**src/hdl/laser_scan_to_points_core_macros.svh**
```systemverilog
// Assertion macros for the lidar scan to points core.
// Included by the RTL files that carry concurrent checks; expects clk and arst_n in scope.
`ifndef LASER_SCAN_TO_POINTS_CORE_MACROS_SVH
`define LASER_SCAN_TO_POINTS_CORE_MACROS_SVH

// same-cycle implication, disabled while in reset
`define LSTP_ASSERT_NOW(lbl, ante, cons, msg) \
	lbl: assert property (@(posedge clk) disable iff (!arst_n) (ante) |-> (cons)) \
		else $error(msg);

// next-cycle implication, disabled while in reset
`define LSTP_ASSERT_NEXT(lbl, ante, cons, msg) \
	lbl: assert property (@(posedge clk) disable iff (!arst_n) (ante) |=> (cons)) \
		else $error(msg);

`endif

```
**src/hdl/lsp_pkg.sv**
```systemverilog
// Shared types, widths and constants for the lidar scan to points core.
// No dependencies; imported by every module of the core.
package lsp_pkg;

	localparam int RANGE_W    = 16;
	localparam int IDX_W      = 12;
	localparam int ANG_W      = 16;
	localparam int OFF_W      = 16;
	localparam int OUT_W      = 18;
	localparam int CFG_IDX_W  = 3;
	localparam int CFG_DATA_W = 16;

	localparam int XY_W       = 32;
	localparam int Z_W        = 33;
	localparam int GAIN_W     = 31;
	localparam int PROD_W     = XY_W + GAIN_W;
	localparam int FRAC_SHIFT = 44;
	localparam int SUM_W      = PROD_W - FRAC_SHIFT + 1;
	localparam int ATAN_LEN   = 24;

	localparam logic signed [GAIN_W-1:0] GAIN_Q30 = 31'sd652032874;
	localparam logic signed [PROD_W-1:0] ROUND_HALF = PROD_W'(1) << (FRAC_SHIFT - 1);
	localparam logic signed [SUM_W-1:0]  SAT_HI = SUM_W'((2 ** (OUT_W - 1)) - 1);
	localparam logic signed [SUM_W-1:0]  SAT_LO = SUM_W'(-(2 ** (OUT_W - 1)));

	typedef enum logic [CFG_IDX_W-1:0] {
		REG_RANGE_LOW   = 3'd0,
		REG_RANGE_HIGH  = 3'd1,
		REG_ANGLE_START = 3'd2,
		REG_ANGLE_STEP  = 3'd3,
		REG_OFFSET_X    = 3'd4,
		REG_OFFSET_Y    = 3'd5
	} cfg_reg_t;

	typedef struct packed {
		logic [RANGE_W-1:0]      range_low;
		logic [RANGE_W-1:0]      range_high;
		logic [ANG_W-1:0]        angle_start;
		logic signed [ANG_W-1:0] angle_step;
		logic signed [OFF_W-1:0] offset_x;
		logic signed [OFF_W-1:0] offset_y;
	} cfg_t;

	// rotation word between the front end and the CORDIC
	typedef struct packed {
		logic                   kept;
		logic                   done;
		logic signed [XY_W-1:0] x;
		logic signed [XY_W-1:0] y;
		logic signed [Z_W-1:0]  z;
	} rot_t;

	// rotated vector between the CORDIC and the output scaler
	typedef struct packed {
		logic                   kept;
		logic                   done;
		logic signed [XY_W-1:0] x;
		logic signed [XY_W-1:0] y;
	} vec_t;

	// arctangent of 2^-i in units of 2^-32 turn
	function automatic logic signed [Z_W-1:0] atan_at(input int unsigned i);
		case (i)
			0:  return 33'sd536870912;
			1:  return 33'sd316933406;
			2:  return 33'sd167458907;
			3:  return 33'sd85004756;
			4:  return 33'sd42667331;
			5:  return 33'sd21354465;
			6:  return 33'sd10679838;
			7:  return 33'sd5340245;
			8:  return 33'sd2670163;
			9:  return 33'sd1335087;
			10: return 33'sd667544;
			11: return 33'sd333772;
			12: return 33'sd166886;
			13: return 33'sd83443;
			14: return 33'sd41722;
			15: return 33'sd20861;
			16: return 33'sd10430;
			17: return 33'sd5215;
			18: return 33'sd2608;
			19: return 33'sd1304;
			20: return 33'sd652;
			21: return 33'sd326;
			22: return 33'sd163;
			23: return 33'sd81;
			default: return '0;
		endcase
	endfunction

endpackage

```
**src/hdl/lsp_scale.sv**
```systemverilog
// Output scaler: CORDIC gain correction, rounding, offset and saturation.
// Two pipeline stages, the second is the output register; depends on lsp_pkg.
module lsp_scale (
	input  logic                           clk,
	input  logic                           arst_n,
	input  lsp_pkg::cfg_t                  cfg,
	input  logic                           in_valid,
	output logic                           in_ready,
	input  lsp_pkg::vec_t                  in_word,
	output logic                           out_valid,
	input  logic                           out_ready,
	output logic                           point_kept,
	output logic signed [lsp_pkg::OUT_W-1:0] point_x,
	output logic signed [lsp_pkg::OUT_W-1:0] point_y,
	output logic                           scan_done
);
	import lsp_pkg::*;

	function automatic logic signed [OUT_W-1:0] finish(
		input logic signed [PROD_W-1:0] p,
		input logic signed [OFF_W-1:0]  off
	);
		logic signed [PROD_W-1:0]           r;
		logic signed [PROD_W-FRAC_SHIFT-1:0] q;
		logic signed [SUM_W-1:0]            s;
		r = p + ROUND_HALF;
		q = r[PROD_W-1:FRAC_SHIFT];
		s = SUM_W'(q) + SUM_W'(off);
		if (s > SAT_HI) begin
			s = SAT_HI;
		end else if (s < SAT_LO) begin
			s = SAT_LO;
		end
		return s[OUT_W-1:0];
	endfunction

	logic                     valid_s1;
	logic                     kept_s1;
	logic                     done_s1;
	logic signed [PROD_W-1:0] px_s1;
	logic signed [PROD_W-1:0] py_s1;
	logic                     valid_s2;
	logic                     kept_s2;
	logic                     done_s2;
	logic signed [OUT_W-1:0]  x_s2;
	logic signed [OUT_W-1:0]  y_s2;

	logic                     rdy_s1;
	logic                     rdy_s2;

	assign rdy_s2   = !valid_s2 || out_ready;
	assign rdy_s1   = !valid_s1 || rdy_s2;
	assign in_ready = rdy_s1;

	always_ff @(posedge clk or negedge arst_n) begin
		if (!arst_n) begin
			valid_s1 <= 1'b0;
			valid_s2 <= 1'b0;
		end else begin
			if (rdy_s1) begin
				valid_s1 <= in_valid;
			end
			if (rdy_s2) begin
				valid_s2 <= valid_s1;
			end
		end
	end

	always_ff @(posedge clk) begin
		if (rdy_s1 && in_valid) begin
			kept_s1 <= in_word.kept;
			done_s1 <= in_word.done;
			px_s1   <= in_word.x * GAIN_Q30;
			py_s1   <= in_word.y * GAIN_Q30;
		end
		if (rdy_s2 && valid_s1) begin
			kept_s2 <= kept_s1;
			done_s2 <= done_s1;
			x_s2    <= kept_s1 ? finish(px_s1, cfg.offset_x) : '0;
			y_s2    <= kept_s1 ? finish(py_s1, cfg.offset_y) : '0;
		end
	end

	assign out_valid  = valid_s2;
	assign point_kept = kept_s2;
	assign scan_done  = done_s2;
	assign point_x    = x_s2;
	assign point_y    = y_s2;

endmodule

```
**config.mk**
```make
export PLATFORM = sky130hd
export DESIGN_NAME = lsp_scale
export DESIGN_NICKNAME = d
export VERILOG_FILES = /design/src/hdl/laser_scan_to_points_core_macros.svh /design/src/hdl/lsp_pkg.sv /design/src/hdl/lsp_scale.sv
export SDC_FILE = /design/constraint.sdc
export NUM_CORES = 2
export LEC_CHECK = 0
export BUFFER_PORTS_ARGS = -buffer_cell sky130_fd_sc_hd__buf_4
export CORE_AREA = 2 2 271 273
export DETAILED_ROUTE_END_ITERATION = 16
export DIE_AREA = 0 0 273 275
export PLACE_DENSITY_LB_ADDON = 0.15
export SLEW_MARGIN = 0
export SYNTH_ARGS = -nofsm -noshare
export SYNTH_HDL_FRONTEND = slang
export SYNTH_SLANG_ARGS = --single-unit
```
**constraint.sdc**
```tcl
create_clock -name clk -period 11 [get_ports clk]
set_input_delay 1.65 -clock clk [delete_from_list [all_inputs] [get_ports clk]]
set_output_delay 1.65 -clock clk [all_outputs]
set_load 0.01 [all_outputs]
```
Word-level counts from Yosys, hierarchy flattened

Index checks and enable logic that the tools add are counted.

Flip-flop bits (word level): 166
Input port bits: 166
Output and inout bits: 40
Logic and storage cells: 35

Add/subtract/negate cells: 4
$mul: 2
Order comparisons: 4
Multiplexer cells: 4
Bitwise gates (word level): 1
Reductions and logical operators: 8

Operators by type and width:

| cell                   | number |
|---|---|
| $add 63x45->63 const B | 2 |
| $mul 32x30->62 const B | 2 |
| $add 19x16->20         | 2 |
| $gt 20x18->1 const B   | 2 |
| $lt 20x18->1 const B   | 2 |
| $mux 18                | 2 |
| $mux 17                | 2 |
| $reduce_or 2->1        | 2 |
| $logic_and 1x1->1      | 2 |
| $logic_not 1->1        | 2 |
| $logic_or 1x1->1       | 2 |
| $not 1->1              | 1 |

Logic depth before layout (Yosys ltp)

Depth after elaboration: 5
Gate-level depth with buffers: 29
Depth with buffers taken out: 28

Worst setup path before layout

OpenSTA, ideal clock, no wires.

Path kind: input to register
Start: input port in_word[10] (netlist name)
End: register py_s1[56], data pin
Library setup time: 0.162 ns
Arrival: 8.410 ns
Required time: 10.838 ns
Slack: 2.428 ns
Stages on the path: 25
Path through: ha_1 clkbuf_1 xnor2_1 inv_1 ha_1 a21oi_1 fa_1 inv_1 fa_1 fa_1 fa_1 fa_1 inv_1 fa_1 inv_1 ha_1 nand3_1 or4_4 or4_1 o32ai_2 o2111ai_1 nand3_2 a21oi_2 or4b_1 o2111ai_1

Longest elaborated chain between the ends: 1

RTL lines:

| what                 | RTL line        | source |
|---|---|---|
| start, declared      | lsp_scale.sv:9  | `input lsp_pkg::vec_t in_word,` |
| $mul 32x30->62       | lsp_scale.sv:74 | `py_s1 <= in_word.y * GAIN_Q30;` |
| end signal, assigned | lsp_scale.sv:74 |  |
| end, declared        | lsp_scale.sv:41 | `logic signed [PROD_W-1:0] py_s1;` |

No other way between the ends.
A chain may end at the register's enable or synchronous reset.

Worst setup path after layout

Same ends and word-level chain as after synthesis.

==> flow_summary.toml <==
[route]
vias = 29200
first_pass_iters = 6
wl_per_cell_um = 20.7
wl_um = 112000
drt_iter0_drc = 2047
drc_errors = 0
ant_nets = 0
drt-vias-per-instance = 5.40

[timing]
maxSlewViolCount = 0
fin_crit_sh = 0.878
tns_ns = 0
fmax_mhz = 103
skew_ns = 0.0101
rsz0062_at_grt = "no"
slew_headroom = 0.294
final-setup-viol-count = 0
finalHoldViolations = 0
tightest_slew_ns = 1.06
fin_crit_ns = 9.66

[die]
die_x_um = 273
dieHeight_um = 275
core_mm2 = 0.0723
io_pins = 206
die_area_mm2 = 0.0751
fp-row-count = 99
start_util = 0.583

[worst_setup_path]
cp-end-kind = "register"
required_ns = 11.10
crit_family = "adder cells"
crit_buf_inv = 5
worst-path-max-fanout = 10
cp_slowest_cell = "or4_4"
cp_data_arrival_time_ns = 9.76
startpoint_type = "primary input"
path_common_cell = "fa_1"
critical_path_class = "primary input to register"
critPathMaxStageDelay_ns = 0.60

[global_routing]
track_usage = 0.311
antenna_found_initial = 0
grt_max_degree = 48
first_global_vias = 30600
grt_first_pass_wirelength_um = 176000
grt_overflow = 0

[synth]
ys_types = 67
ys.flop_type = "edfxtp_1"
syn_area_mm2 = 0.0422
yosys.area.top_type = "fa_1"
ys_top_cells_by_area = "fa_1 40%, ha_1 23%, inv_1 12%"
ys_seq_elements = 82
synth_cells = 4313
async_flop_share = 0.0244
ys_seq_area_frac = 0.0581
ys_warn_count = 0
synth.most_common_cell = "inv_1"
syn_area_per_cell_um2 = 9.79
synth_commonest_cells = "1381 x inv_1, 840 x fa_1, 776 x ha_1"
synth-edff-count = 80
synth_top_area_share = 0.398
syn_nets = 6095

[layout]
synthToLayoutAreaGrowth_pct = 5.93
layout.nets = 6225
drive_above_1_share = 0.0418
stdcell_count = 5408
fin_area_mm2 = 0.0447
fin_util = 0.618

[clock_network]
post_cts_buffers = 0
post_cts_resized = 0
insertion_delay_ns = 0.35
path_clk_slew_ns = 0.07
cts_sinks = 82
htreeDepth = 3
root_buffer = "clkbuf_16"
numCtsBuffers = 9
cts_tree = "yes"
clk_path_buf_depth = 2
postCtsHoldBufs = 0

[placed_design]
place_congestion = 1.01
placed_area_mm2 = 0.0444
place_hpwl_um = 102000
portBuffers = 141
placed_cells = 5391

[worst_hold_path]
min-delay-path-class = "register to register"

[job]
maxCapViolCount = 0

[run_status]
status = "completed"
==> sequential cells by signal (all words and copies together) (netlist names) <==
register,flops
valid_s1,1
kept_s1,1
py_s1,20
point_y,18
scan_done,1
out_valid,1
done_s1,1
px_s1,20
point_kept,1
point_x,18
==> layer usage <==
layer / GRT usage / share of wire / vias to the layer above / routed length, um
li1: - / - / 13600 / -
met1: 0.478 / 0.47 / 14600 / 53100
met2: 0.473 / 0.43 / 921 / 48200
met3: 0.0365 / 0.069 / 124 / 7690
met4: 0.0682 / 0.025 / 0 / 2760
met5: 0 / 0 / - / 0
==> placed cells by master, fill, tap and decap left out, drive strengths merged, types with 4 or more instances in the layout <==
cell type     n
o2111ai       6
a21o        115
a21oi       182
nor2b        27
o21ai        96
a22o          6
o31ai         5
nor4          9
nand2b       16
and2          8
a31oi        13
o41ai         4
o21bai       24
ha          776
or4b          4
edfxtp       80
xnor2       133
o211ai       15
buf         148
o21a         17
xor2        170
mux2i         5
fa          840
nor2         66
nor3         24
or2           7
nand3        52
a211oi       10
a22oi        10
and3         16
nand2        87
clkbuf        9
nand4        31
inv        1384
==> cell type report <==
cell class	instances	area, um2
multi-input cells	2820	34500
fillers	6232	27600
inverters	1382	5190
flip-flops and latches	82	2450
well taps	959	1200
repair buffers	148	1110
clock buffers	9	225
clock inverters	7	71.3
diodes	1	2.50
==> path summary, 6_finish.rpt <==
path | startpoint | end | slack, ns | cells past startpoint
max reg2reg | py_s1[46] | point_y[2] | 6.29 | 14
min in group asynchronous | arst_n | out_valid | 1.07 | 1
max | in_word[10] | py_s1[56] | 1.34 | 25
max in group asynchronous | arst_n | valid_s1 | 9.85 | 1
min reg2reg | done_s1 | scan_done | 0.43 | 0
min | done_s1 | scan_done | 0.43 | 0
==> kinds of logic (layout without fill, tap and decap cells) <==
group / after synthesis / count (layout) / synth area share
AO/OA/AOI/OAI: 534 / 534 / 0.0799
XOR/XNOR: 303 / 303 / 0.0629
adder cells (fa/ha/maj): 1616 / 1616 / 0.628
buffers and inverters: 1411 / 1546 / 0.125
flip-flops: 82 / 82 / 0.0581
multiplexers: 5 / 5 / 0.00119
other: 0 / 1 / 0
AND/OR/NAND/NOR: 362 / 362 / 0.0440
==> worst reg2reg max path, stage by stage (launching register included) <==
cell	delay, ns
edfxtp_1	0.44
nand4_1	0.23
nor3_1	0.34
nand3_1	0.13
xnor2_1	0.21
ha_1	0.34
a21o_1	0.20
a21o_1	0.17
a21oi_1	0.21
o21a_1	0.21
nand2_1	0.10
a311oi_1	0.57
o21ai_0	0.17
o211ai_1	0.77
o21ai_0	0.30
==> metrics by stage <==
step	hold WS, ns	setup slack [ns]
after detailed placement	0.407	1.10
final	0.426	1.34
after global placement	0.402	1.13
after floorplan	0.400	2.43
after CTS	0.425	1.44
after global routing	0.434	0.957
Power is not shown: default switching activity piles up to over one toggle a cycle in this logic, so the estimate is an artifact.
