File: src/hdl/laser_scan_to_points_core_macros.svh
// Assertion macros for the lidar scan to points core.
// Included by the RTL files that carry concurrent checks; expects clk and arst_n in scope.
`ifndef LASER_SCAN_TO_POINTS_CORE_MACROS_SVH
`define LASER_SCAN_TO_POINTS_CORE_MACROS_SVH

// same-cycle implication, disabled while in reset
`define LSTP_ASSERT_NOW(lbl, ante, cons, msg) \
	lbl: assert property (@(posedge clk) disable iff (!arst_n) (ante) |-> (cons)) \
		else $error(msg);

// next-cycle implication, disabled while in reset
`define LSTP_ASSERT_NEXT(lbl, ante, cons, msg) \
	lbl: assert property (@(posedge clk) disable iff (!arst_n) (ante) |=> (cons)) \
		else $error(msg);

`endif

File: src/hdl/lsp_pkg.sv
// Shared types, widths and constants for the lidar scan to points core.
// No dependencies; imported by every module of the core.
package lsp_pkg;

	localparam int RANGE_W    = 16;
	localparam int IDX_W      = 12;
	localparam int ANG_W      = 16;
	localparam int OFF_W      = 16;
	localparam int OUT_W      = 18;
	localparam int CFG_IDX_W  = 3;
	localparam int CFG_DATA_W = 16;

	localparam int XY_W       = 32;
	localparam int Z_W        = 33;
	localparam int GAIN_W     = 31;
	localparam int PROD_W     = XY_W + GAIN_W;
	localparam int FRAC_SHIFT = 44;
	localparam int SUM_W      = PROD_W - FRAC_SHIFT + 1;
	localparam int ATAN_LEN   = 24;

	localparam logic signed [GAIN_W-1:0] GAIN_Q30 = 31'sd652032874;
	localparam logic signed [PROD_W-1:0] ROUND_HALF = PROD_W'(1) << (FRAC_SHIFT - 1);
	localparam logic signed [SUM_W-1:0]  SAT_HI = SUM_W'((2 ** (OUT_W - 1)) - 1);
	localparam logic signed [SUM_W-1:0]  SAT_LO = SUM_W'(-(2 ** (OUT_W - 1)));

	typedef enum logic [CFG_IDX_W-1:0] {
		REG_RANGE_LOW   = 3'd0,
		REG_RANGE_HIGH  = 3'd1,
		REG_ANGLE_START = 3'd2,
		REG_ANGLE_STEP  = 3'd3,
		REG_OFFSET_X    = 3'd4,
		REG_OFFSET_Y    = 3'd5
	} cfg_reg_t;

	typedef struct packed {
		logic [RANGE_W-1:0]      range_low;
		logic [RANGE_W-1:0]      range_high;
		logic [ANG_W-1:0]        angle_start;
		logic signed [ANG_W-1:0] angle_step;
		logic signed [OFF_W-1:0] offset_x;
		logic signed [OFF_W-1:0] offset_y;
	} cfg_t;

	// rotation word between the front end and the CORDIC
	typedef struct packed {
		logic                   kept;
		logic                   done;
		logic signed [XY_W-1:0] x;
		logic signed [XY_W-1:0] y;
		logic signed [Z_W-1:0]  z;
	} rot_t;

	// rotated vector between the CORDIC and the output scaler
	typedef struct packed {
		logic                   kept;
		logic                   done;
		logic signed [XY_W-1:0] x;
		logic signed [XY_W-1:0] y;
	} vec_t;

	// arctangent of 2^-i in units of 2^-32 turn
	function automatic logic signed [Z_W-1:0] atan_at(input int unsigned i);
		case (i)
			0:  return 33'sd536870912;
			1:  return 33'sd316933406;
			2:  return 33'sd167458907;
			3:  return 33'sd85004756;
			4:  return 33'sd42667331;
			5:  return 33'sd21354465;
			6:  return 33'sd10679838;
			7:  return 33'sd5340245;
			8:  return 33'sd2670163;
			9:  return 33'sd1335087;
			10: return 33'sd667544;
			11: return 33'sd333772;
			12: return 33'sd166886;
			13: return 33'sd83443;
			14: return 33'sd41722;
			15: return 33'sd20861;
			16: return 33'sd10430;
			17: return 33'sd5215;
			18: return 33'sd2608;
			19: return 33'sd1304;
			20: return 33'sd652;
			21: return 33'sd326;
			22: return 33'sd163;
			23: return 33'sd81;
			default: return '0;
		endcase
	endfunction

endpackage

File: src/hdl/lsp_cordic.sv
// Rotation-mode CORDIC, one micro-rotation per pipeline stage.
// Depends on lsp_pkg for the word types and the arctangent table.
module lsp_cordic #(
	parameter int unsigned STAGES = 16
) (
	input  logic           clk,
	input  logic           arst_n,
	input  logic           in_valid,
	output logic           in_ready,
	input  lsp_pkg::rot_t  in_word,
	output logic           out_valid,
	input  logic           out_ready,
	output lsp_pkg::vec_t  out_word
);
	import lsp_pkg::*;

	localparam int unsigned N = (STAGES > ATAN_LEN) ? ATAN_LEN : STAGES;

	rot_t rot_w   [N+1];
	logic valid_w [N+1];
	logic rdy     [N+1];

	assign rot_w[0]   = in_word;
	assign valid_w[0] = in_valid;
	assign rdy[N]     = out_ready;
	assign in_ready   = rdy[0];

	for (genvar i = 0; i < N; i++) begin : g_stage
		localparam logic signed [Z_W-1:0] ATAN = atan_at(i);

		logic signed [XY_W-1:0] dx;
		logic signed [XY_W-1:0] dy;
		logic                   neg;
		logic                   valid_sn;
		rot_t                   rot_sn;

		assign dx  = $signed(rot_w[i].y) >>> i;
		assign dy  = $signed(rot_w[i].x) >>> i;
		assign neg = rot_w[i].z[Z_W-1];
		assign rdy[i] = !valid_sn || rdy[i+1];

		always_ff @(posedge clk or negedge arst_n) begin
			if (!arst_n) begin
				valid_sn <= 1'b0;
			end else if (rdy[i]) begin
				valid_sn <= valid_w[i];
			end
		end

		always_ff @(posedge clk) begin
			if (rdy[i] && valid_w[i]) begin
				rot_sn.kept <= rot_w[i].kept;
				rot_sn.done <= rot_w[i].done;
				if (neg) begin
					rot_sn.x <= rot_w[i].x + dx;
					rot_sn.y <= rot_w[i].y - dy;
					rot_sn.z <= rot_w[i].z + ATAN;
				end else begin
					rot_sn.x <= rot_w[i].x - dx;
					rot_sn.y <= rot_w[i].y + dy;
					rot_sn.z <= rot_w[i].z - ATAN;
				end
			end
		end

		assign rot_w[i+1]   = rot_sn;
		assign valid_w[i+1] = valid_sn;
	end

	assign out_valid     = valid_w[N];
	assign out_word.kept = rot_w[N].kept;
	assign out_word.done = rot_w[N].done;
	assign out_word.x    = rot_w[N].x;
	assign out_word.y    = rot_w[N].y;

endmodule

File: config.mk
export PLATFORM = sky130hd
export DESIGN_NAME = lsp_cordic
export DESIGN_NICKNAME = d
export VERILOG_FILES = /design/src/hdl/laser_scan_to_points_core_macros.svh /design/src/hdl/lsp_pkg.sv /design/src/hdl/lsp_cordic.sv
export SDC_FILE = /design/constraint.sdc
export NUM_CORES = 2
export LEC_CHECK = 0
export BUFFER_PORTS_ARGS = -buffer_cell sky130_fd_sc_hd__buf_2
export CELL_PAD_IN_SITES_DETAIL_PLACEMENT = 1
export CELL_PAD_IN_SITES_GLOBAL_PLACEMENT = 1
export CORE_MARGIN = 1.5
export CORE_UTILIZATION = 39
export CTS_BUF_LIST = sky130_fd_sc_hd__clkbuf_2
export CTS_CLUSTER_SIZE = 12
export DETAILED_ROUTE_END_ITERATION = 16
export PLACE_DENSITY = 0.72
export SLEW_MARGIN = 20
export SYNTH_ARGS = -nofsm -noshare
export SYNTH_HDL_FRONTEND = slang
export SYNTH_SLANG_ARGS = --single-unit
File: constraint.sdc
create_clock -name clk -period 11.3 [get_ports clk]
set_clock_uncertainty 0.05 [all_clocks]
set_input_delay 1.13 -clock clk [delete_from_list [all_inputs] [get_ports clk]]
set_output_delay 1.13 -clock clk [all_outputs]
set_load 0.005 [all_outputs]
**Word-level counts from Yosys, hierarchy flattened**

Index checks and enable logic that the tools add are counted.

- Register bits: 1567
- Latch bits: 0
- Memory bits (writable): 0
- Bits in read-only memories: 0
- Input port bits: 103
- Memories kept: 0

- Add/sub/neg operators: 95
- Multipliers: 0
- Div/mod/pow operators: 0
- Order comparisons: 0
- Equal/unequal tests: 0
- Shifts and indexed selects: 0
- Muxes and demuxes: 16
- Bitwise operators: 0
- Reduce and logical (&&, ||, !) cells: 48

Operators with widths:

| kind | count |
|---|---|
| 97-bit 2-to-1 mux | 16 |
| 32-bit by 17-bit adder with 32-bit output | 2 |
| 32-bit by 18-bit adder with 32-bit output | 2 |
| 32-bit by 19-bit adder with 32-bit output | 2 |
| 32-bit by 20-bit adder with 32-bit output | 2 |
| 32-bit by 21-bit adder with 32-bit output | 2 |
| 32-bit by 22-bit adder with 32-bit output | 2 |
| 32-bit by 23-bit adder with 32-bit output | 2 |
| 32-bit by 24-bit adder with 32-bit output | 2 |
| 32-bit by 25-bit adder with 32-bit output | 2 |
| 32-bit by 26-bit adder with 32-bit output | 2 |
| 32-bit by 27-bit adder with 32-bit output | 2 |
| 32-bit by 28-bit adder with 32-bit output | 2 |
| 32-bit by 29-bit adder with 32-bit output | 2 |
| 32-bit by 30-bit adder with 32-bit output | 2 |
| 32-bit by 31-bit adder with 32-bit output | 2 |
| 32-bit by 17-bit subtractor with 32-bit output | 2 |
| 32-bit by 18-bit subtractor with 32-bit output | 2 |
| 32-bit by 19-bit subtractor with 32-bit output | 2 |
| 32-bit by 20-bit subtractor with 32-bit output | 2 |
| 32-bit by 21-bit subtractor with 32-bit output | 2 |
| 32-bit by 22-bit subtractor with 32-bit output | 2 |
| 32-bit by 23-bit subtractor with 32-bit output | 2 |
| 32-bit by 24-bit subtractor with 32-bit output | 2 |
| other kinds (44) | 97 |

**Longest topological paths before layout**

- Word-level depth: 18
- Depth in mapped cells: 22
- Gate-level depth less buffers: 21

**Least setup slack after synthesis**

Ideal clock, no wire load.

- Path kind: input port to flip-flop
- Start point: input port out_ready
- End point: register g_stage[6].rot_sn[0] (netlist bit) (enable)
- Arrival time: 8.772 ns
- Data required time: 10.542 ns
- Slack: 1.770 ns
- Stages on the path: 6
- Cell sequence: nor2b_1 -> nand3_1 -> nor2_1 -> nand3_1 -> nor2_1 -> a21boi_0

- Longest elaborated chain between the ends: 11

Ends and longest elaborated chain:

| item | RTL line | text |
|---|---|---|
| start, declared | lsp_cordic.sv:12 | `input logic out_ready,` |
| 1-bit logical OR (10 in series) | lsp_cordic.sv:40 | `assign rdy[i] = !valid_sn \|\| rdy[i+1];` |
| 1-bit logical AND | lsp_cordic.sv:51 | `if (rdy[i] && valid_w[i]) begin` |
| end, declared | lsp_cordic.sv:35 | `rot_t rot_sn;` |

Every way passes these cells.
A chain may end at the register's enable or synchronous reset.

**Final worst setup path**

- Start point: input port out_ready
- End point: output port in_ready

- Longest elaborated chain between the ends: 16

Ends and longest elaborated chain:

| item | RTL line | text |
|---|---|---|
| 1-bit logical OR (16 in series) | lsp_cordic.sv:40 |  |
| end, declared | lsp_cordic.sv:9 | `output logic in_ready,` |

Every way passes these cells.

==> flow_metrics.tcl <==
set metrics [dict create \
    status "complete, no violations" \
    fin_area_mm2 0.145 \
    worst_slack_ns 5.35 \
    gr-usage-met2 0.404 \
    die_x_um 587 \
    path_cells "dlygate4sd3_1 -> buf_2 -> dlygate4sd3_1 -> nor2b_1 -> nand3_1 -> nor2_1 -> nand2_1 -> nor3_1 -> and3_1 -> nand3_1 -> buf_2" \
    grt.met1_usage 0.255 \
    final_cell_mix "ha_1 (1583), a21oi_1 (1519), edfxtp_1 (1517)" \
    final_common_cell "ha_1" \
    hold_viol 0 \
    io_buffers 170 \
    setup_violations 0 \
    overflow 0 \
    syn2layout_area_growth_pct 9.30 \
    gp_congestion 0.890 \
    final-seq-area_mm2 0.0460 \
    setup.worst_path.start_class "primary input" \
    worstSetupPathType "primary input to output pin" \
    syn-mean-instance-area_um2 9.47 \
    synth_top_cells_by_area "edfxtp_1 (34%), ha_1 (15%), xnor2_1 (8.2%), a21oi_1 (5.7%), xor2_1 (4.3%)" \
    top_usage_layer "met2" \
    cp.required_ns 10.12 \
    syn-cell-area_mm2 0.133 \
    cts_tree "yes" \
    antenna_found_initial 11 \
    drv_slew 0 \
    clock_latency_ns 1.91 \
    worst_pin_slew_ns 1.03 \
    fin_crit_ns 5.96 \
    cts_buffers 420 \
    cp_top_family "simple AND/OR/NAND/NOR gates" \
    ant_nets 0 \
    ys_seq_elements 1533 \
    dieArea_mm2 0.344 \
    grt_pass1_vias 114000 \
    critPathSlowestCell "nor3_1" \
    nets 16400 \
    synth_xor_area_frac 0.124 \
    multi_input_area_mm2 0.0837 \
    muxShareOfSynthArea 0.00893 \
    first_pass_iters 5 \
    synth_top_family_by_area "compound AO/OA/AOI/OAI gates" \
    grt_util_met3 0.0245 \
    start_util 0.391 \
    wire_per_inst_um 19.7 \
    fmaxAchievable_mhz 168 \
    path_clk_slew_ns 0.10 \
    rsz0062_at_grt "no" \
    worst_path_largest_cell_delay_ns 0.59 \
    first_iter_violations 4969 \
    place_area_mm2 0.139 \
    ys.flop_type "edfxtp_1" \
    drt_wl_total_um 384000 \
    dp_hpwl_um 304000 \
    vias 109000 \
    slew_headroom 0.293 \
    synthSimpleGateAreaFrac 0.139 \
    async_flop_share 0.0104 \
    clockBufferDepth 4 \
    yosysSeqAreaShare 0.346 \
    cp_data_arrival_time_ns 4.78 \
    syn_inst 14000 \
    grt_max_degree 77 \
    ys_types 102 \
    grt_pass1_wl_um 614000 \
    holdBufCountCts 232 \
    cts-resized-gates 0 \
    ioPinCount 171 \
    h-tree-depth 5 \
    coreArea_mm2 0.340 \
    grt.total_usage 0.216 \
    synth-compound-area-share 0.200 \
    maxCapViolations 0 \
    rows 214 \
    cp.buffers_inverters 4 \
    root_buffer "clkbuf_2" \
    die_h_um 587 \
    synth_adder_area_share 0.156 \
    drc 0 \
    cts_setup_buffers 0 \
    cts.sink_count 1533 \
    hp-class "register to register" \
    critPathMaxFanout 5 \
    drive_gt1_frac 0.0705 \
    pre_cts_slack_ns 6.03 \
    setup-tns-final_ns 0 \
    syn_nets 15800 \
    timing.final.crit_share 0.527 \
    n_fill_cell 39600 \
    yosysTopAreaCellShare 0.343 \
    synth_top_area_cell "edfxtp_1" \
    yosysWarnings 0 \
    drt-vias-per-instance 5.56 \
    synth_edf_count 1517 \
    crit_path_end_kind "output pin" \
]
[metrics by stage]
stage | std cells | utilization | hold slack, ns
2_1_floorplan | 14000 | - | 0.350
3_3_place_gp | 18600 | 0.409 | 0.352
3_5_place_dp | 18600 | 0.410 | 0.356
4_1_cts | 19500 | 0.428 | 0.0149
5_1_grt | 19500 | 0.428 | 0.163
6_report | 19500 | 0.428 | 0.278
[synth_stat cells, drive strengths merged (56+ instances only)]
library cell	number
nor2b	190
or4	56
o21ai	692
or3	90
o21bai	161
and2	98
a21o	655
o21a	206
a211oi	155
xor2	648
clkbuf	200
xnor2	1238
and3	127
a21oi	1523
nor3	366
nand4	116
nand2	745
nor4	100
or2	68
mux2i	78
inv	631
edfxtp	1517
ha	1583
nor2	1233
a31oi	144
o211ai	61
o31ai	70
nand2b	204
nand3	246
[registers in the layout, indices dropped and copies added (netlist names)]
register and flops:
g_stage.dx 22, g_stage.dy 22, g_stage.neg 1, g_stage.rot_sn 1406, g_stage.valid_sn 15, out_valid 1, out_word 66
[layout make-up]
type	count	share of cell area
multi-input combinational	11600	0.576
sequential	1533	0.317
tap	4536	0.0391
timing repair buffer	472	0.0255
clock buffer	576	0.0199
inverter	633	0.0164
clock inverter	152	0.00638
antenna	7	0.000121
[cells by family after synthesis]
family / Yosys count
muxes: 114
adders and majority gates: 1630
DFF: 1533
AOI/OAI and AO/OA: 4202
buffers and inverters: 881
xor gates and xnor gates: 1886
and+or+nand+nor: 3787
[per-layer routing]
metal  share of wire  wire (µm)
met1            0.43     163000
met4           0.032      12500
met2            0.51     197000
met5         0.00011         43
met3           0.030      11400
[path summary, 6_finish.rpt]
kind | endpoint | cells after the start | slack, ns | startpoint
min in group asynchronous | g_stage[12].valid_sn$_DFFE_PN0P_ | 3 | 0.35 | arst_n
worst max-delay path | in_ready | 11 | 5.35 | out_ready
worst max register to register | g_stage[1].rot_sn[64]$_DFFE_PP_ | 16 | 5.88 | g_stage[0].rot_sn[66]$_DFFE_PP_
worst min register to register | g_stage[8].rot_sn[97]$_DFFE_PP_ | 0 | 0.28 | g_stage[7].rot_sn[97]$_DFFE_PP_
max in group asynchronous | g_stage[3].valid_sn$_DFFE_PN0P_ | 3 | 10.25 | arst_n
worst min-delay path | g_stage[8].rot_sn[97]$_DFFE_PP_ | 0 | 0.28 | g_stage[7].rot_sn[97]$_DFFE_PP_
Power is not shown: default switching activity piles up to over one toggle a cycle in this logic, so the estimate is an artifact.
