## config.mk

```make
export PLATFORM = sky130hd
export DESIGN_NAME = lsp_front
export DESIGN_NICKNAME = d
export VERILOG_FILES = /design/src/hdl/lsp_pkg.sv /design/src/hdl/lsp_front.sv
export VERILOG_INCLUDE_DIRS = /design/src /design/src/hdl
export SDC_FILE = /design/constraint.sdc
export NUM_CORES = 1
export LEC_CHECK = 0
export ABC_CLOCK_PERIOD_IN_PS = 2950
export BUFFER_PORTS_ARGS = -buffer_cell sky130_fd_sc_hd__clkbuf_2
export CAP_MARGIN = 15
export CORE_MARGIN = 1
export CORE_UTILIZATION = 30
export DETAILED_ROUTE_END_ITERATION = 8
export SYNTH_ARGS = -nofsm -noshare
export SYNTH_HDL_FRONTEND = slang
export SYNTH_SLANG_ARGS = --single-unit
export TNS_END_PERCENT = 20
```

## constraint.sdc

```tcl
create_clock -name clk -period 2.95 [get_ports clk]
set_input_delay 0.295 -clock clk [delete_from_list [all_inputs] [get_ports clk]]
set_output_delay 0.295 -clock clk [all_outputs]
set_load 0.05 [all_outputs]
```

## src/hdl/laser_scan_to_points_core_macros.svh

```systemverilog
// Assertion macros for the lidar scan to points core.
// Included by the RTL files that carry concurrent checks; expects clk and arst_n in scope.
`ifndef LASER_SCAN_TO_POINTS_CORE_MACROS_SVH
`define LASER_SCAN_TO_POINTS_CORE_MACROS_SVH

// same-cycle implication, disabled while in reset
`define LSTP_ASSERT_NOW(lbl, ante, cons, msg) \
	lbl: assert property (@(posedge clk) disable iff (!arst_n) (ante) |-> (cons)) \
		else $error(msg);

// next-cycle implication, disabled while in reset
`define LSTP_ASSERT_NEXT(lbl, ante, cons, msg) \
	lbl: assert property (@(posedge clk) disable iff (!arst_n) (ante) |=> (cons)) \
		else $error(msg);

`endif

```

## src/hdl/lsp_pkg.sv

```systemverilog
// Shared types, widths and constants for the lidar scan to points core.
// No dependencies; imported by every module of the core.
package lsp_pkg;

	localparam int RANGE_W    = 16;
	localparam int IDX_W      = 12;
	localparam int ANG_W      = 16;
	localparam int OFF_W      = 16;
	localparam int OUT_W      = 18;
	localparam int CFG_IDX_W  = 3;
	localparam int CFG_DATA_W = 16;

	localparam int XY_W       = 32;
	localparam int Z_W        = 33;
	localparam int GAIN_W     = 31;
	localparam int PROD_W     = XY_W + GAIN_W;
	localparam int FRAC_SHIFT = 44;
	localparam int SUM_W      = PROD_W - FRAC_SHIFT + 1;
	localparam int ATAN_LEN   = 24;

	localparam logic signed [GAIN_W-1:0] GAIN_Q30 = 31'sd652032874;
	localparam logic signed [PROD_W-1:0] ROUND_HALF = PROD_W'(1) << (FRAC_SHIFT - 1);
	localparam logic signed [SUM_W-1:0]  SAT_HI = SUM_W'((2 ** (OUT_W - 1)) - 1);
	localparam logic signed [SUM_W-1:0]  SAT_LO = SUM_W'(-(2 ** (OUT_W - 1)));

	typedef enum logic [CFG_IDX_W-1:0] {
		REG_RANGE_LOW   = 3'd0,
		REG_RANGE_HIGH  = 3'd1,
		REG_ANGLE_START = 3'd2,
		REG_ANGLE_STEP  = 3'd3,
		REG_OFFSET_X    = 3'd4,
		REG_OFFSET_Y    = 3'd5
	} cfg_reg_t;

	typedef struct packed {
		logic [RANGE_W-1:0]      range_low;
		logic [RANGE_W-1:0]      range_high;
		logic [ANG_W-1:0]        angle_start;
		logic signed [ANG_W-1:0] angle_step;
		logic signed [OFF_W-1:0] offset_x;
		logic signed [OFF_W-1:0] offset_y;
	} cfg_t;

	// rotation word between the front end and the CORDIC
	typedef struct packed {
		logic                   kept;
		logic                   done;
		logic signed [XY_W-1:0] x;
		logic signed [XY_W-1:0] y;
		logic signed [Z_W-1:0]  z;
	} rot_t;

	// rotated vector between the CORDIC and the output scaler
	typedef struct packed {
		logic                   kept;
		logic                   done;
		logic signed [XY_W-1:0] x;
		logic signed [XY_W-1:0] y;
	} vec_t;

	// arctangent of 2^-i in units of 2^-32 turn
	function automatic logic signed [Z_W-1:0] atan_at(input int unsigned i);
		case (i)
			0:  return 33'sd536870912;
			1:  return 33'sd316933406;
			2:  return 33'sd167458907;
			3:  return 33'sd85004756;
			4:  return 33'sd42667331;
			5:  return 33'sd21354465;
			6:  return 33'sd10679838;
			7:  return 33'sd5340245;
			8:  return 33'sd2670163;
			9:  return 33'sd1335087;
			10: return 33'sd667544;
			11: return 33'sd333772;
			12: return 33'sd166886;
			13: return 33'sd83443;
			14: return 33'sd41722;
			15: return 33'sd20861;
			16: return 33'sd10430;
			17: return 33'sd5215;
			18: return 33'sd2608;
			19: return 33'sd1304;
			20: return 33'sd652;
			21: return 33'sd326;
			22: return 33'sd163;
			23: return 33'sd81;
			default: return '0;
		endcase
	endfunction

endpackage

```

## src/hdl/lsp_front.sv

```systemverilog
// Front end: range window, beam angle and half-turn fold into a CORDIC start word.
// Two pipeline stages; depends on lsp_pkg and the assertion macro header.
`include "laser_scan_to_points_core_macros.svh"

module lsp_front #(
	parameter int unsigned MAX_SAMPLES = 4096
) (
	input  logic                         clk,
	input  logic                         arst_n,
	input  lsp_pkg::cfg_t                cfg,
	input  logic                         in_valid,
	output logic                         in_ready,
	input  logic [lsp_pkg::RANGE_W-1:0]  range_mm,
	input  logic [lsp_pkg::IDX_W-1:0]    sample_index,
	input  logic                         scan_end,
	output logic                         out_valid,
	input  logic                         out_ready,
	output lsp_pkg::rot_t                out_word
);
	import lsp_pkg::*;

	localparam int LIM_W = $clog2(MAX_SAMPLES + 1);
	localparam int CMP_W = (LIM_W > IDX_W) ? LIM_W : IDX_W;

	logic                     valid_s1;
	logic                     kept_s1;
	logic                     done_s1;
	logic [RANGE_W-1:0]       range_s1;
	logic [ANG_W-1:0]         turn_s1;
	logic                     valid_s2;
	rot_t                     word_s2;

	logic                     rdy_s1;
	logic                     rdy_s2;
	logic                     idx_ok;
	logic                     kept_c;
	logic [ANG_W+IDX_W-1:0]   prod_c;
	logic [ANG_W-1:0]         ang_c;
	logic signed [ANG_W:0]    sa_c;
	logic signed [ANG_W:0]    fold_c;
	logic                     flip_c;
	logic signed [XY_W-1:0]   mag_c;

	assign rdy_s2   = !valid_s2 || out_ready;
	assign rdy_s1   = !valid_s1 || rdy_s2;
	assign in_ready = rdy_s1;

	assign idx_ok = CMP_W'(sample_index) < CMP_W'(MAX_SAMPLES);
	assign kept_c = (range_mm >= cfg.range_low) && (range_mm <= cfg.range_high) && idx_ok;
	assign prod_c = sample_index * $unsigned(cfg.angle_step);

	always_ff @(posedge clk or negedge arst_n) begin
		if (!arst_n) begin
			valid_s1 <= 1'b0;
		end else if (rdy_s1) begin
			valid_s1 <= in_valid;
		end
	end

	always_ff @(posedge clk) begin
		if (rdy_s1 && in_valid) begin
			kept_s1  <= kept_c;
			done_s1  <= scan_end;
			range_s1 <= range_mm;
			turn_s1  <= prod_c[ANG_W-1:0];
		end
	end

	// fold angles beyond a quarter turn by half a turn and negate the start vector
	assign ang_c = cfg.angle_start + turn_s1;
	assign sa_c  = $signed({ang_c[ANG_W-1], ang_c});
	assign mag_c = XY_W'({range_s1, 14'd0});

	always_comb begin
		if (sa_c > 17'sd16384) begin
			fold_c = sa_c - 17'sd32768;
			flip_c = 1'b1;
		end else if (sa_c < -17'sd16384) begin
			fold_c = sa_c + 17'sd32768;
			flip_c = 1'b1;
		end else begin
			fold_c = sa_c;
			flip_c = 1'b0;
		end
	end

	always_ff @(posedge clk or negedge arst_n) begin
		if (!arst_n) begin
			valid_s2 <= 1'b0;
		end else if (rdy_s2) begin
			valid_s2 <= valid_s1;
		end
	end

	always_ff @(posedge clk) begin
		if (rdy_s2 && valid_s1) begin
			word_s2.kept <= kept_s1;
			word_s2.done <= done_s1;
			word_s2.x    <= flip_c ? -mag_c : mag_c;
			word_s2.y    <= '0;
			word_s2.z    <= {fold_c, 16'd0};
		end
	end

	assign out_valid = valid_s2;
	assign out_word  = word_s2;

	`LSTP_ASSERT_NEXT(a_low_range_dropped,
		in_valid && in_ready && (range_mm < cfg.range_low),
		valid_s1 && !kept_s1,
		"range below window not dropped")
	`LSTP_ASSERT_NOW(a_folded_angle_in_half_turn,
		valid_s2,
		(word_s2.z <= 33'sd1073741824) && (word_s2.z >= -33'sd1073741824),
		"folded angle beyond a quarter turn")
	`LSTP_ASSERT_NEXT(a_stalled_word_held,
		valid_s2 && !out_ready,
		valid_s2 && $stable(word_s2),
		"stalled front-end word not held")

endmodule

```

* Yosys cells after proc, flatten, opt, wreduce, memory -nomap -nowiden
Index checks and enable logic that the tools add are counted.
** Storage, ports and cells
- Register bits after elaboration :: 87
- Bits in latches :: 0
- Bits in writable memories :: 0
- Memory bits (read-only) :: 0
- Input bits :: 129
- Output and inout port bits :: 101
- Word-level logic and storage cells :: 32
- Memories kept :: 0
** Cells by class
- $add $sub $neg :: 4
- Multipliers :: 1
- Div/mod/pow operators :: 0
- $lt $le $gt $ge :: 4
- Equal/unequal tests :: 0
- Shift-type cells :: 0
- Muxes and demuxes :: 5
- Bitwise gates (word level) :: 0
- Reductions and logical operators :: 7
** Operators by type and width (number)
- 17-bit 2-to-1 mux :: 2
- 30-bit negation with 32-bit output :: 1
- 30-bit 2-to-1 mux :: 1
- 16-bit by 17-bit adder with 17-bit output, second input constant :: 1
- 16-bit by 17-bit subtractor with 17-bit output, second input constant :: 1
- 16-bit adder :: 1
- 16-bit >= comparator :: 1
- 16-bit greater-than comparator, second input constant :: 1
- 16-bit less-or-equal comparator :: 1
- 16-bit by 15-bit < comparator with 1-bit output, second input constant :: 1
- 12-bit by 16-bit multiplier with 16-bit output :: 1
- 1-bit logical AND :: 3
- 1-bit zero test :: 2
- 1-bit logical OR :: 2
- 1-bit 2-to-1 mux :: 2

* Depth between registers and ports, before layout
Gate-level depths: netlist of the first run.
- Depth in word-level cells :: 5
- Gate-level depth with buffers :: 20
- Gate-level depth less buffers :: 19

* Worst setup path after synthesis of the first run
No wires, ideal clock.
- Kind :: input -> register
- Start point :: input port cfg[37] (netlist name)
- End point :: register turn_s1[14], data pin
- Library setup time :: 0.195 ns
- Arrival :: 4.433 ns
- Data required time :: 2.755 ns
- Path slack :: -1.678 ns
- Stages on the path :: 17
- Path buffers :: 1
- Cells stage by stage :: clkbuf_1 nand2_1 fa_1 inv_1 fa_1 inv_1 fa_1 inv_1 fa_1 inv_1 fa_1 inv_1 ha_1 a21boi_0 o21ai_0 nand2_1 o311ai_0
** Between the ends
- Longest elaborated chain between the ends :: 1
** Ends and longest elaborated chain
- start, declared :: RTL line lsp_front.sv:10 : input lsp_pkg::cfg_t cfg,
- 12-bit by 16-bit multiplier with 16-bit output :: RTL line lsp_front.sv:50 : assign prod_c = sample_index * $unsigned(cfg.angle_step);
- named net prod_c[14] :: RTL line lsp_front.sv:37 : logic [ANG_W+IDX_W-1:0] prod_c;
- end signal, assigned :: RTL line lsp_front.sv:65 : turn_s1 <= prod_c[ANG_W-1:0];
- end, declared :: RTL line lsp_front.sv:29 : logic [ANG_W-1:0] turn_s1;
The timed path passes the listed nets, and every way through them passes these cells.
A chain may end at the register's enable or synchronous reset.

* Final worst setup path of the first run
- Start point :: input port cfg[40] (netlist name)
- End point :: register turn_s1[14], data pin
Same word-level chain as after synthesis.

==> results.sh, run 1 <==
export IMPL_vdd_drop_max_mv=0.400
export IMPL_drt_iter0_markers=286
export IMPL_cp_slowest_cell="sky130_fd_sc_hd__fa_1"
export IMPL_cts_sinks=73
export IMPL_grt_start_max_net_pins=38
export IMPL_synth_area_um2=8590
export IMPL_clk_latency_ns=0.34
export IMPL_routabilityCongestion=0.862
export IMPL_top_library_cells_by_usage_in_the_layout_fill_and_taps_aside="sky130_fd_sc_hd__inv_1 (144), sky130_fd_sc_hd__clkbuf_2 (115), sky130_fd_sc_hd__nand2_1 (93)"
export IMPL_ys_warnings_count=0
export IMPL_finalWirelength_mm=20.1
export IMPL_multi_input_area_um2=5900
export IMPL_port_buffers=135
export IMPL_worstPathArrival_ns=4.05
export IMPL_fp_dieW_um=171
export IMPL_diodes=0
export IMPL_tightest_slew_ns=0.887
export IMPL_slew_headroom=0.408
export IMPL_drc_errors=0
export IMPL_floorplan_rows=61
export IMPL_timing_setup_critical_path_class="in2reg"
export IMPL_cts_inserted_buffers=9
export IMPL_power_density_nw_per_um2=1020
export IMPL_synth_ff_latch_count=73
export IMPL_ff_latch_area_um2=2180
export IMPL_synth_enable_flop_cells=71
export IMPL_netlist_top_cell_by_area="sky130_fd_sc_hd__edfxtp_1"
export IMPL_area_delta_synth_final_pct=30.4
export IMPL_count_of_boundary_i_o_pins=230
export IMPL_critical_path_top_cell_by_count="sky130_fd_sc_hd__fa_1"
export IMPL_post_synth_top_area_fraction=0.248
export IMPL_timing_final_max_slew_violations=0
export IMPL_most_common_cell_after_layout_fill_and_taps_aside="sky130_fd_sc_hd__inv_1"
export IMPL_setup_violations=28
export IMPL_dp_hpwl_mm=16.5
export IMPL_ys_flop_type="sky130_fd_sc_hd__edfxtp_1"
export IMPL_holdCritPathClass="in2reg"
export IMPL_antenna_found_initial=1
export IMPL_cts_htree_levels=3
export IMPL_sequential_area_share_after_synthesis=0.254
export IMPL_run_status="finished, violations left"
export IMPL_num_vias=6758
export IMPL_fin_skew_ns=0.00624
export IMPL_required_ns=3.03
export IMPL_instances_no_fill=1523
export IMPL_finalCriticalPeriod_ns=3.97
export IMPL_design_core_area_um2=28000
export IMPL_cts_root_buf="sky130_fd_sc_hd__clkbuf_16"
export IMPL_first_pass_grt_wire_length_mm=32.6
export IMPL_critical_path_endpoint_type="register"
export IMPL_full_die_area_um2=29300
export IMPL_maxCapViolations=0
export IMPL_postLayoutCoreUtil=0.400
export IMPL_filler_cell_count=2774
export IMPL_post_route_cells_drive_above_1_share=0.329
export IMPL_start_kind="input pin"
export IMPL_synthArstFlopShare=0.0274
export IMPL_grt_overflow_total=0
export IMPL_violated_checks="negative setup slack"
export IMPL_synthesized_instance_count=915
export IMPL_routed_wire_length_per_instance_um=13.2
export IMPL_first_global_vias=6815
export IMPL_detail_route_antenna_nets=0
export IMPL_total_leakage_power_nw=5.36
export IMPL_max_stage_delay_ns=0.57
export IMPL_route_detailed_vias_per_inst=4.44
export IMPL_timing_final_hold_violations=0
export IMPL_tritoncts="yes"
export IMPL_grt_util_all_layers=0.140
export IMPL_achievable_frequency_mhz=252
export IMPL_synth_top_cells_by_area="sky130_fd_sc_hd__edfxtp_1 (25%), sky130_fd_sc_hd__fa_1 (19%), sky130_fd_sc_hd__ha_1 (12%), sky130_fd_sc_hd__inv_1 (7.1%), sky130_fd_sc_hd__buf_4 (5.4%)"
export IMPL_die_height_um=171
export IMPL_rsz0062_at_grt="yes"
export IMPL_clk_path_buf_depth=2
export IMPL_crit_fanout=6
export IMPL_finalCritPeriodShare=1.35
export IMPL_cp_cell_sequence="clkbuf_16 > and2_4 > fa_1 > inv_1 > fa_1 > fa_1 > fa_1 > fa_1 > inv_2 > ha_4 > inv_4 > nand2_2 > o21ai_2 > a311oi_2 > o311ai_2"
export IMPL_clock_transition_at_the_registers_of_the_reported_paths_ns=0.06
export IMPL_synthDistinctLibCells=57
export IMPL_finalWorstSetupSlack_ns=-1.02
export IMPL_mean_syn_cell_area_um2=9.39
export IMPL_pre_antenna_drt_iters=4
export IMPL_final_net_count=1430
export IMPL_place_inst=1496
export IMPL_effective_utilization_at_floorplan=0.307
flip-flops by register name, indices dropped and copies added (netlist names):
signal,cells
done_s1,1
kept_s1,1
out_valid,1
out_word,37
range_s1,16
turn_s1,16
valid_s1,1
what timing repair did:
action / 4_1_cts / 5_1_grt
gates resized for setup: 95 / 43
cloned: 3 / 0
setup endpoints to repair: 31 / 31
pin swaps: 64 / 40
buffers inserted: 5 / 4
hold buffers: 1 / 0
hold endpoints to repair: 2 / 0
routing by layer:
| metal | global-route usage | part of all wire | vias to the layer above | routed length, um |
|---|---|---|---|---|
| met4 | 0.0345 | 0.013 | 2 | 261 |
| met1 | 0.173 | 0.45 | 3247 | 8980 |
| met5 | 0 | 0.00045 | - | 9 |
| met3 | 0.0276 | 0.042 | 17 | 848 |
| met2 | 0.249 | 0.50 | 153 | 9960 |
| li1 | - | - | 3339 | - |
layout make-up:
type / count / area share
multi-input cells: 655 / 0.526
clock buffers: 9 / 0.0201
flip-flops and latches: 73 / 0.195
repair buffers: 239 / 0.158
inverters: 162 / 0.0548
clock inverters: 7 / 0.00402
well taps: 378 / 0.0422
critical path, delay by kind of cell:
kind                     cells  cell delay, ns
AND/OR/NAND/NOR              2            0.20
AO/OA/AOI/OAI                3            0.41
buffers and inverters        4            0.29
adder cells (fa/ha/maj)      6            2.83
where the power goes:
part	total, W	switching, W	internal (W)
Combinational	0.00849	0.00461	0.00388
Clock	0.00100	0.000436	0.000566
Sequential	0.00191	0.000108	0.00180
logic make-up after synthesis:
family                     Yosys count  synth area share
AOI/OAI and AO/OA                  129             0.111
xor gates and xnor gates            39            0.0397
adders and majority gates          161             0.304
buffers and inverters              248             0.138
DFF                                 73             0.254
muxes                                2           0.00247
other                                1          0.000436
and+or+nand+nor                    262             0.150
stage by stage:
step	area (um^2)	hold slack (ns)	total power (W)	TNS (ns)	setup slack, ns
final	11200	0.137	0.0114	-13.09	-1.02
after global routing	11200	0.121	0.0123	-18.48	-1.13
after floorplan	9180	-0.000591	0.00743	-12.36	-1.27
after CTS	11000	0.124	0.0109	-13.58	-1.02
after global placement	10300	0.0817	0.00936	-25.75	-1.60
after detailed placement	10300	0.0825	0.00949	-25.76	-1.67
path summary, 6_finish.rpt:
check,endpoint,depth (start not counted),slack (ns),from
max,turn_s1[14]$_DFFE_PP_,15,-1.02,cfg[40]
min,done_s1$_DFFE_PP_,1,0.14,scan_end
max reg2reg,out_word[80]$_DFFE_PP_,11,-0.46,turn_s1[0]$_DFFE_PP_
min reg2reg,out_word[98]$_DFFE_PP_,0,0.43,kept_s1$_DFFE_PP_
max in group asynchronous,valid_s1$_DFFE_PN0N_,2,2.58,arst_n
min in group asynchronous,out_valid$_DFFE_PN0P_,2,0.27,arst_n
Yosys cell counts, drive strengths merged (3+ instances only):
cell    number
xnor2       30
inv        162
xor2         9
and2        45
a31oi        4
buf         66
a21o        17
nor2b        7
nor2        21
a211oi       6
nand2b      15
clkbuf      20
edfxtp      71
ha          81
a21boi       3
fa          80
nand4        6
nand3       16
or3          5
o211ai      33
o21ai       16
a21oi       26
and3         3
nand2      110
or2          9
nor3        13
o21a         7
nor4         5
(Power assumes the default switching activity.)
==> run 2: changes to the inputs <==
Settings changed: CORE_UTILIZATION 30 to 26, HOLD_SLACK_MARGIN set to 0.12.
==> run 2 against run 1 <==
  * The run still ends with negative setup slack left
  * Sequential power barely moved
  * Sequential cell count did not move
  * First-iteration DRC count fell by 7.7%
==> results.sh, run 2 (same netlist as run 1, synthesis figures left out) <==
export IMPL_run_status="finished, violations left"
export IMPL_violated_checks="negative setup slack"
export IMPL_port_buffers=135
export IMPL_num_vias=6801
export IMPL_clock_network_fraction_of_design_power=0.093
export IMPL_tritoncts="yes"
export IMPL_effective_utilization_at_floorplan=0.264
export IMPL_rsz0062_at_grt="yes"
export IMPL_cts_inserted_buffers=9
export IMPL_max_stage_delay_ns=0.55
export IMPL_antenna_found_initial=0
export IMPL_design_core_area_um2=32500
export IMPL_slew_headroom=0.400
export IMPL_setup_violations=27
export IMPL_critical_path_endpoint_type="register"
export IMPL_start_kind="input pin"
export IMPL_vdd_drop_max_mv=0.534
export IMPL_routed_wire_length_per_instance_um=12.8
export IMPL_design_internal_power_w=0.00617
export IMPL_final_net_count=1440
export IMPL_total_leakage_power_nw=5.44
export IMPL_clock_transition_at_the_registers_of_the_reported_paths_ns=0.06
export IMPL_grt_util_all_layers=0.124
export IMPL_filler_cell_count=3334
export IMPL_power_density_nw_per_um2=982
export IMPL_cts_root_buf="sky130_fd_sc_hd__clkbuf_16"
export IMPL_post_route_cell_area_um2=11400
export IMPL_grt_overflow_total=0
export IMPL_finalCriticalPeriod_ns=3.99
export IMPL_clk_latency_ns=0.34
export IMPL_worstPathArrival_ns=4.06
export IMPL_tightest_slew_ns=0.900
export IMPL_holdCritPathClass="in2reg"
export IMPL_cp_cell_sequence="clkbuf_4 > and2_4 > fa_1 > inv_1 > fa_1 > fa_1 > fa_1 > fa_1 > inv_2 > ha_4 > inv_2 > nand2_1 > o21ai_1 > a311oi_2 > o311ai_1"
export IMPL_postLayoutCoreUtil=0.350
export IMPL_drt_iter0_markers=264
export IMPL_maxCapViolations=0
export IMPL_largest_reg_flops=37
export IMPL_drc_errors=0
export IMPL_die_height_um=184
export IMPL_cts_sinks=73
export IMPL_netSwitchingFraction=0.449
export IMPL_routabilityCongestion=0.835
export IMPL_cp_slowest_cell="sky130_fd_sc_hd__fa_1"
export IMPL_crit_fanout=5
export IMPL_first_global_vias=7019
export IMPL_timing_final_max_slew_violations=0
export IMPL_count_of_boundary_i_o_pins=230
export IMPL_dp_hpwl_mm=16.7
export IMPL_switchingPower_w=0.00502
export IMPL_cts_htree_levels=3
export IMPL_pre_antenna_drt_iters=4
export IMPL_finalWirelength_mm=20.5
export IMPL_most_common_cell_after_layout_fill_and_taps_aside="sky130_fd_sc_hd__inv_1"
export IMPL_fin_skew_ns=0.00862
export IMPL_diodes=0
export IMPL_post_route_cells_drive_above_1_share=0.323
export IMPL_full_die_area_um2=33800
export IMPL_critical_path_top_cell_by_count="sky130_fd_sc_hd__fa_1"
export IMPL_pwr_share_seq=0.171
export IMPL_route_detailed_vias_per_inst=4.26
export IMPL_detail_route_antenna_nets=0
export IMPL_achievable_frequency_mhz=251
export IMPL_dpl_worst_slack_ns=-1.65
export IMPL_required_ns=3.02
export IMPL_top_library_cells_by_usage_in_the_layout_fill_and_taps_aside="sky130_fd_sc_hd__inv_1 (146), sky130_fd_sc_hd__clkbuf_2 (115), sky130_fd_sc_hd__buf_4 (98)"
export IMPL_finalWorstSetupSlack_ns=-1.04
export IMPL_finalCritPeriodShare=1.35
export IMPL_clk_path_buf_depth=2
export IMPL_timing_setup_critical_path_class="in2reg"
export IMPL_fp_dieW_um=184
export IMPL_area_delta_synth_final_pct=32.5
export IMPL_comb_power_share=0.736
export IMPL_floorplan_rows=66
export IMPL_grt_start_max_net_pins=38
export IMPL_timing_final_hold_violations=0
export IMPL_first_pass_grt_wire_length_mm=33.5
export IMPL_post_dp_cell_area_um2=10400
==> run 2: final cells by class <==
cell class,count,area (um^2),share of cell area
clock inverters,4,27.5,0.00242
multi-input cells,655,5880,0.517
well taps,442,553,0.0486
clock buffers,12,256,0.0225
inverters,162,608,0.0534
repair buffers,249,1880,0.165
flip-flops and latches,73,2180,0.192
==> run 2: worst paths after layout <==
check / startpoint / endpoint / slack, ns / cells past startpoint
worst max register to register: turn_s1[1]$_DFFE_PP_ / out_word[80]$_DFFE_PP_ / -0.49 / 10
worst max-delay path: cfg[41] / turn_s1[14]$_DFFE_PP_ / -1.04 / 15
min in group asynchronous: arst_n / valid_s1$_DFFE_PN0N_ / 0.27 / 2
worst min-delay path: scan_end / done_s1$_DFFE_PP_ / 0.13 / 1
max in group asynchronous: arst_n / out_valid$_DFFE_PN0P_ / 2.58 / 2
worst min register to register: done_s1$_DFFE_PP_ / out_word[97]$_DFFE_PP_ / 0.42 / 0
==> run 2: worst max-delay path, delay by kind of cell <==
kind	cells	cell delay [ns]
and+or+nand+nor	2	0.22
AOI/OAI and AO/OA	3	0.44
adders and majority gates	6	2.79
buffers and inverters	4	0.31
==> run 2: through the flow <==
stage               TNS, ns  hold WS [ns]  std cells  power [W]
global placement     -26.18        0.0800       1569    0.00936
CTS                  -13.65         0.123       1597     0.0111
finish               -13.35         0.134       1597     0.0112
global route         -16.98         0.129       1597     0.0122
floorplan            -12.36     -0.000591        976    0.00743
detailed placement   -26.81        0.0809       1569    0.00953
==> run 2: power groups by stage <==
| stage | Clock (W) | Combinational, W | Sequential, W |
|---|---|---|---|
| finish | 0.00104 | 0.00824 | 0.00191 |
| global route | 0.00111 | 0.00913 | 0.00195 |
| CTS | 0.00107 | 0.00814 | 0.00191 |
| detailed placement | 0 | 0.00759 | 0.00193 |
| global placement | 0 | 0.00742 | 0.00193 |
| floorplan | 0 | 0.00475 | 0.00268 |
==> run 2: routing by layer <==
metal | part of all wire | routed length, um | up-vias | track usage
li1 | - | - | 3353 | -
met1 | 0.43 | 8870 | 3246 | 0.148
met2 | 0.50 | 10300 | 180 | 0.228
met3 | 0.050 | 1020 | 22 | 0.0206
met4 | 0.015 | 306 | 0 | 0.0320
met5 | 0 | 0 | - | 0
==> run 2: repair_timing <==
item	in CTS	in global routing
endpoints found under the hold margin	2	0
cloned	4	0
setup endpoints to repair	30	31
gates resized for setup	109	22
pin swaps	57	22
buffers inserted	7	0
hold buffers	1	0
==> run 3: changes to the inputs <==
--- a/config.mk
+++ b/config.mk
@@ -12,4 +12,5 @@
 export CORE_MARGIN = 1
 export CORE_UTILIZATION = 26
+export CTS_CLUSTER_DIAMETER = 40
 export DETAILED_ROUTE_END_ITERATION = 8
 export HOLD_SLACK_MARGIN = 0.12
==> constraint.sdc (replaced) <==
create_clock -name clk -period 2.95 [get_ports clk]
set_input_delay 0.4425 -clock clk [delete_from_list [all_inputs] [get_ports clk]]
set_output_delay 0.4425 -clock clk [all_outputs]
set_load 0.05 [all_outputs]
==> run 3 against run 2 <==
  * The flow still finishes with violations (negative setup slack)
  * Global-route usage is essentially flat
  * Combinational power grew 4.6%
  * Sequential power is essentially flat
  * Final cell count grew 0.25%
  * Fmax shrank 4.2%
  * Worst hold slack gained 0.15 ns
==> results.sh, run 3 (same netlist as run 1, synthesis figures left out) <==
export IMPL_run_status="finished, violations left"
export IMPL_violated_checks="negative setup slack"
export IMPL_pre_antenna_drt_iters=4
export IMPL_total_power_w=0.0116
export IMPL_final_net_count=1444
export IMPL_finalWorstSetupSlack_ns=-1.21
export IMPL_worst_hold_path_num_cells=1
export IMPL_cts_htree_levels=3
export IMPL_drt_iter0_markers=278
export IMPL_clock_transition_at_the_registers_of_the_reported_paths_ns=0.06
export IMPL_place_inst=1573
export IMPL_grt_util_all_layers=0.124
export IMPL_start_kind="input pin"
export IMPL_worst_r2r_setup_slack_ns=-0.47
export IMPL_final_layout_worst_hold_slack_ns=0.280
export IMPL_rsz0062_at_grt="yes"
export IMPL_drc_errors=0
export IMPL_grt_overflow_total=0
export IMPL_routed_wl_met2_mm=10.3
export IMPL_num_vias=6807
export IMPL_filler_cell_count=3323
export IMPL_routed_wire_length_per_instance_um=12.9
export IMPL_post_route_cells_drive_above_1_share=0.330
export IMPL_route_detailed_vias_per_inst=4.25
export IMPL_worstPathArrival_ns=4.26
export IMPL_largest_reg_flops=37
export IMPL_clk_latency_ns=0.35
export IMPL_effective_utilization_at_floorplan=0.264
export IMPL_finalCriticalPeriod_ns=4.16
export IMPL_design_core_area_um2=32500
export IMPL_crit_reg2reg_launch="turn_s1[1]$_DFFE_PP_"
export IMPL_met3_length_um=965
export IMPL_finalCritPeriodShare=1.41
export IMPL_required_ns=3.05
export IMPL_finalWirelength_mm=20.6
export IMPL_die_height_um=184
export IMPL_fin_setup_tns_ns=-14.70
export IMPL_fin_skew_ns=0.00825
export IMPL_cts_root_buf="sky130_fd_sc_hd__clkbuf_16"
export IMPL_grt_start_max_net_pins=38
export IMPL_total_leakage_power_nw=5.43
export IMPL_full_die_area_um2=33800
export IMPL_count_of_boundary_i_o_pins=230
export IMPL_vdd_drop_max_mv=0.666
export IMPL_instances_no_fill=1601
export IMPL_power_density_nw_per_um2=1020
export IMPL_most_common_cell_after_layout_fill_and_taps_aside="sky130_fd_sc_hd__inv_1"
export IMPL_first_global_vias=6869
export IMPL_timing_setup_critical_path_class="in2reg"
export IMPL_routabilityCongestion=0.838
export IMPL_tritoncts="yes"
export IMPL_crit_fanout=7
export IMPL_tightest_slew_ns=0.897
export IMPL_area_delta_synth_final_pct=33.0
export IMPL_antenna_found_initial=1
export IMPL_hold_path_startpoint="scan_end"
export IMPL_dp_hpwl_mm=16.7
export IMPL_timing_final_max_slew_violations=0
export IMPL_timing_final_hold_violations=0
export IMPL_cts_inserted_buffers=9
export IMPL_critical_path_endpoint_type="register"
export IMPL_rr_endpoint="out_word[80]$_DFFE_PP_"
export IMPL_clk_path_buf_depth=2
export IMPL_first_pass_grt_wire_length_mm=33.2
export IMPL_floorplan_rows=66
export IMPL_holdCritPathClass="in2reg"
export IMPL_r2r_worst_path_cells=10
export IMPL_achievable_frequency_mhz=240
export IMPL_maxCapViolations=0
export IMPL_top_library_cells_by_usage_in_the_layout_fill_and_taps_aside="sky130_fd_sc_hd__inv_1 (147), sky130_fd_sc_hd__clkbuf_2 (113), sky130_fd_sc_hd__buf_4 (102)"
export IMPL_fp_dieW_um=184
export IMPL_min_to="done_s1$_DFFE_PP_"
export IMPL_detail_route_antenna_nets=0
export IMPL_cts_sinks=73
export IMPL_slew_headroom=0.402
export IMPL_met1_length_mm=8.95
export IMPL_topRoutingLayerUsed="met5"
export IMPL_diodes=0
export IMPL_setup_violations=28
export IMPL_port_buffers=135
## run 3: cell count changes in the layout (fill, tap and decap cells not counted), sizes merged
cell	change
clkbuf	-12
bufinv	+1
clkinvlp	+2
buf	+14
inv	-1
## run 3: worst max-delay path by stage
| stage | slack, ns | cells past startpoint | start | end |
|---|---|---|---|---|
| final | -1.21 | 15 | cfg[34] | turn_s1[15]$_DFFE_PP_ |
| after global routing | -1.31 | 15 | cfg[34] | turn_s1[15]$_DFFE_PP_ |
| after global placement | -1.71 | 14 | sample_index[5] | turn_s1[14]$_DFFE_PP_ |
| after detailed placement | -1.80 | 13 | cfg[36] | turn_s1[14]$_DFFE_PP_ |
| after CTS | -1.18 | 15 | sample_index[8] | turn_s1[14]$_DFFE_PP_ |
| after floorplan | -1.42 | 16 | cfg[36] | turn_s1[15]$_DFFE_PP_ |
## run 3: worst max-delay path: stages
cell and delay, ns:
sky130_fd_sc_hd__clkbuf_16 0.14, sky130_fd_sc_hd__and2_4 0.14, sky130_fd_sc_hd__fa_1 0.57, sky130_fd_sc_hd__fa_1 0.45, sky130_fd_sc_hd__fa_1 0.50, sky130_fd_sc_hd__fa_1 0.51, sky130_fd_sc_hd__inv_2 0.04, sky130_fd_sc_hd__fa_1 0.54
sky130_fd_sc_hd__inv_2 0.05, sky130_fd_sc_hd__ha_4 0.26, sky130_fd_sc_hd__and3_4 0.17, sky130_fd_sc_hd__o311a_4 0.18, sky130_fd_sc_hd__nor2_2 0.04, sky130_fd_sc_hd__a21oi_2 0.15, sky130_fd_sc_hd__xnor2_1 0.08
## run 3: cell type report
cell class | count | area (um^2) | area share
Clock buffer | 10 | 229 | 0.0200
Clock inverter | 6 | 60.1 | 0.00525
Inverter | 162 | 608 | 0.0532
Multi-Input combinational cell | 655 | 5910 | 0.517
Sequential cell | 73 | 2180 | 0.191
Tap cell | 442 | 553 | 0.0484
Timing Repair Buffer | 253 | 1890 | 0.165
## run 3: timing repair
action	in CTS	in global routing
endpoints found under the hold margin	2	0
gates cloned	1	3
hold buffers	1	0
pin swaps	51	31
setup endpoints to repair	31	31
buffers inserted	6	3
gates resized for setup	98	40
## run 3: where the power goes
group          switching (W)  internal, W
Sequential          0.000115      0.00180
Clock               0.000439     0.000650
Combinational        0.00465      0.00398
Total                0.00520      0.00643
## run 3: through the flow
| step | utilization | area [um^2] | setup WS [ns] |
|---|---|---|---|
| after floorplan | - | 9180 | -1.42 |
| after global placement | 0.321 | 10500 | -1.71 |
| after detailed placement | 0.321 | 10500 | -1.80 |
| after global routing | 0.351 | 11400 | -1.31 |
| final | 0.351 | 11400 | -1.21 |
| after CTS | 0.346 | 11300 | -1.18 |
## run 3: per-layer routing
metal  up-vias  GRT usage
met5         -          0
met4         2     0.0430
met3        26     0.0153
met2       189      0.226
met1      3227      0.149
li1       3363          -
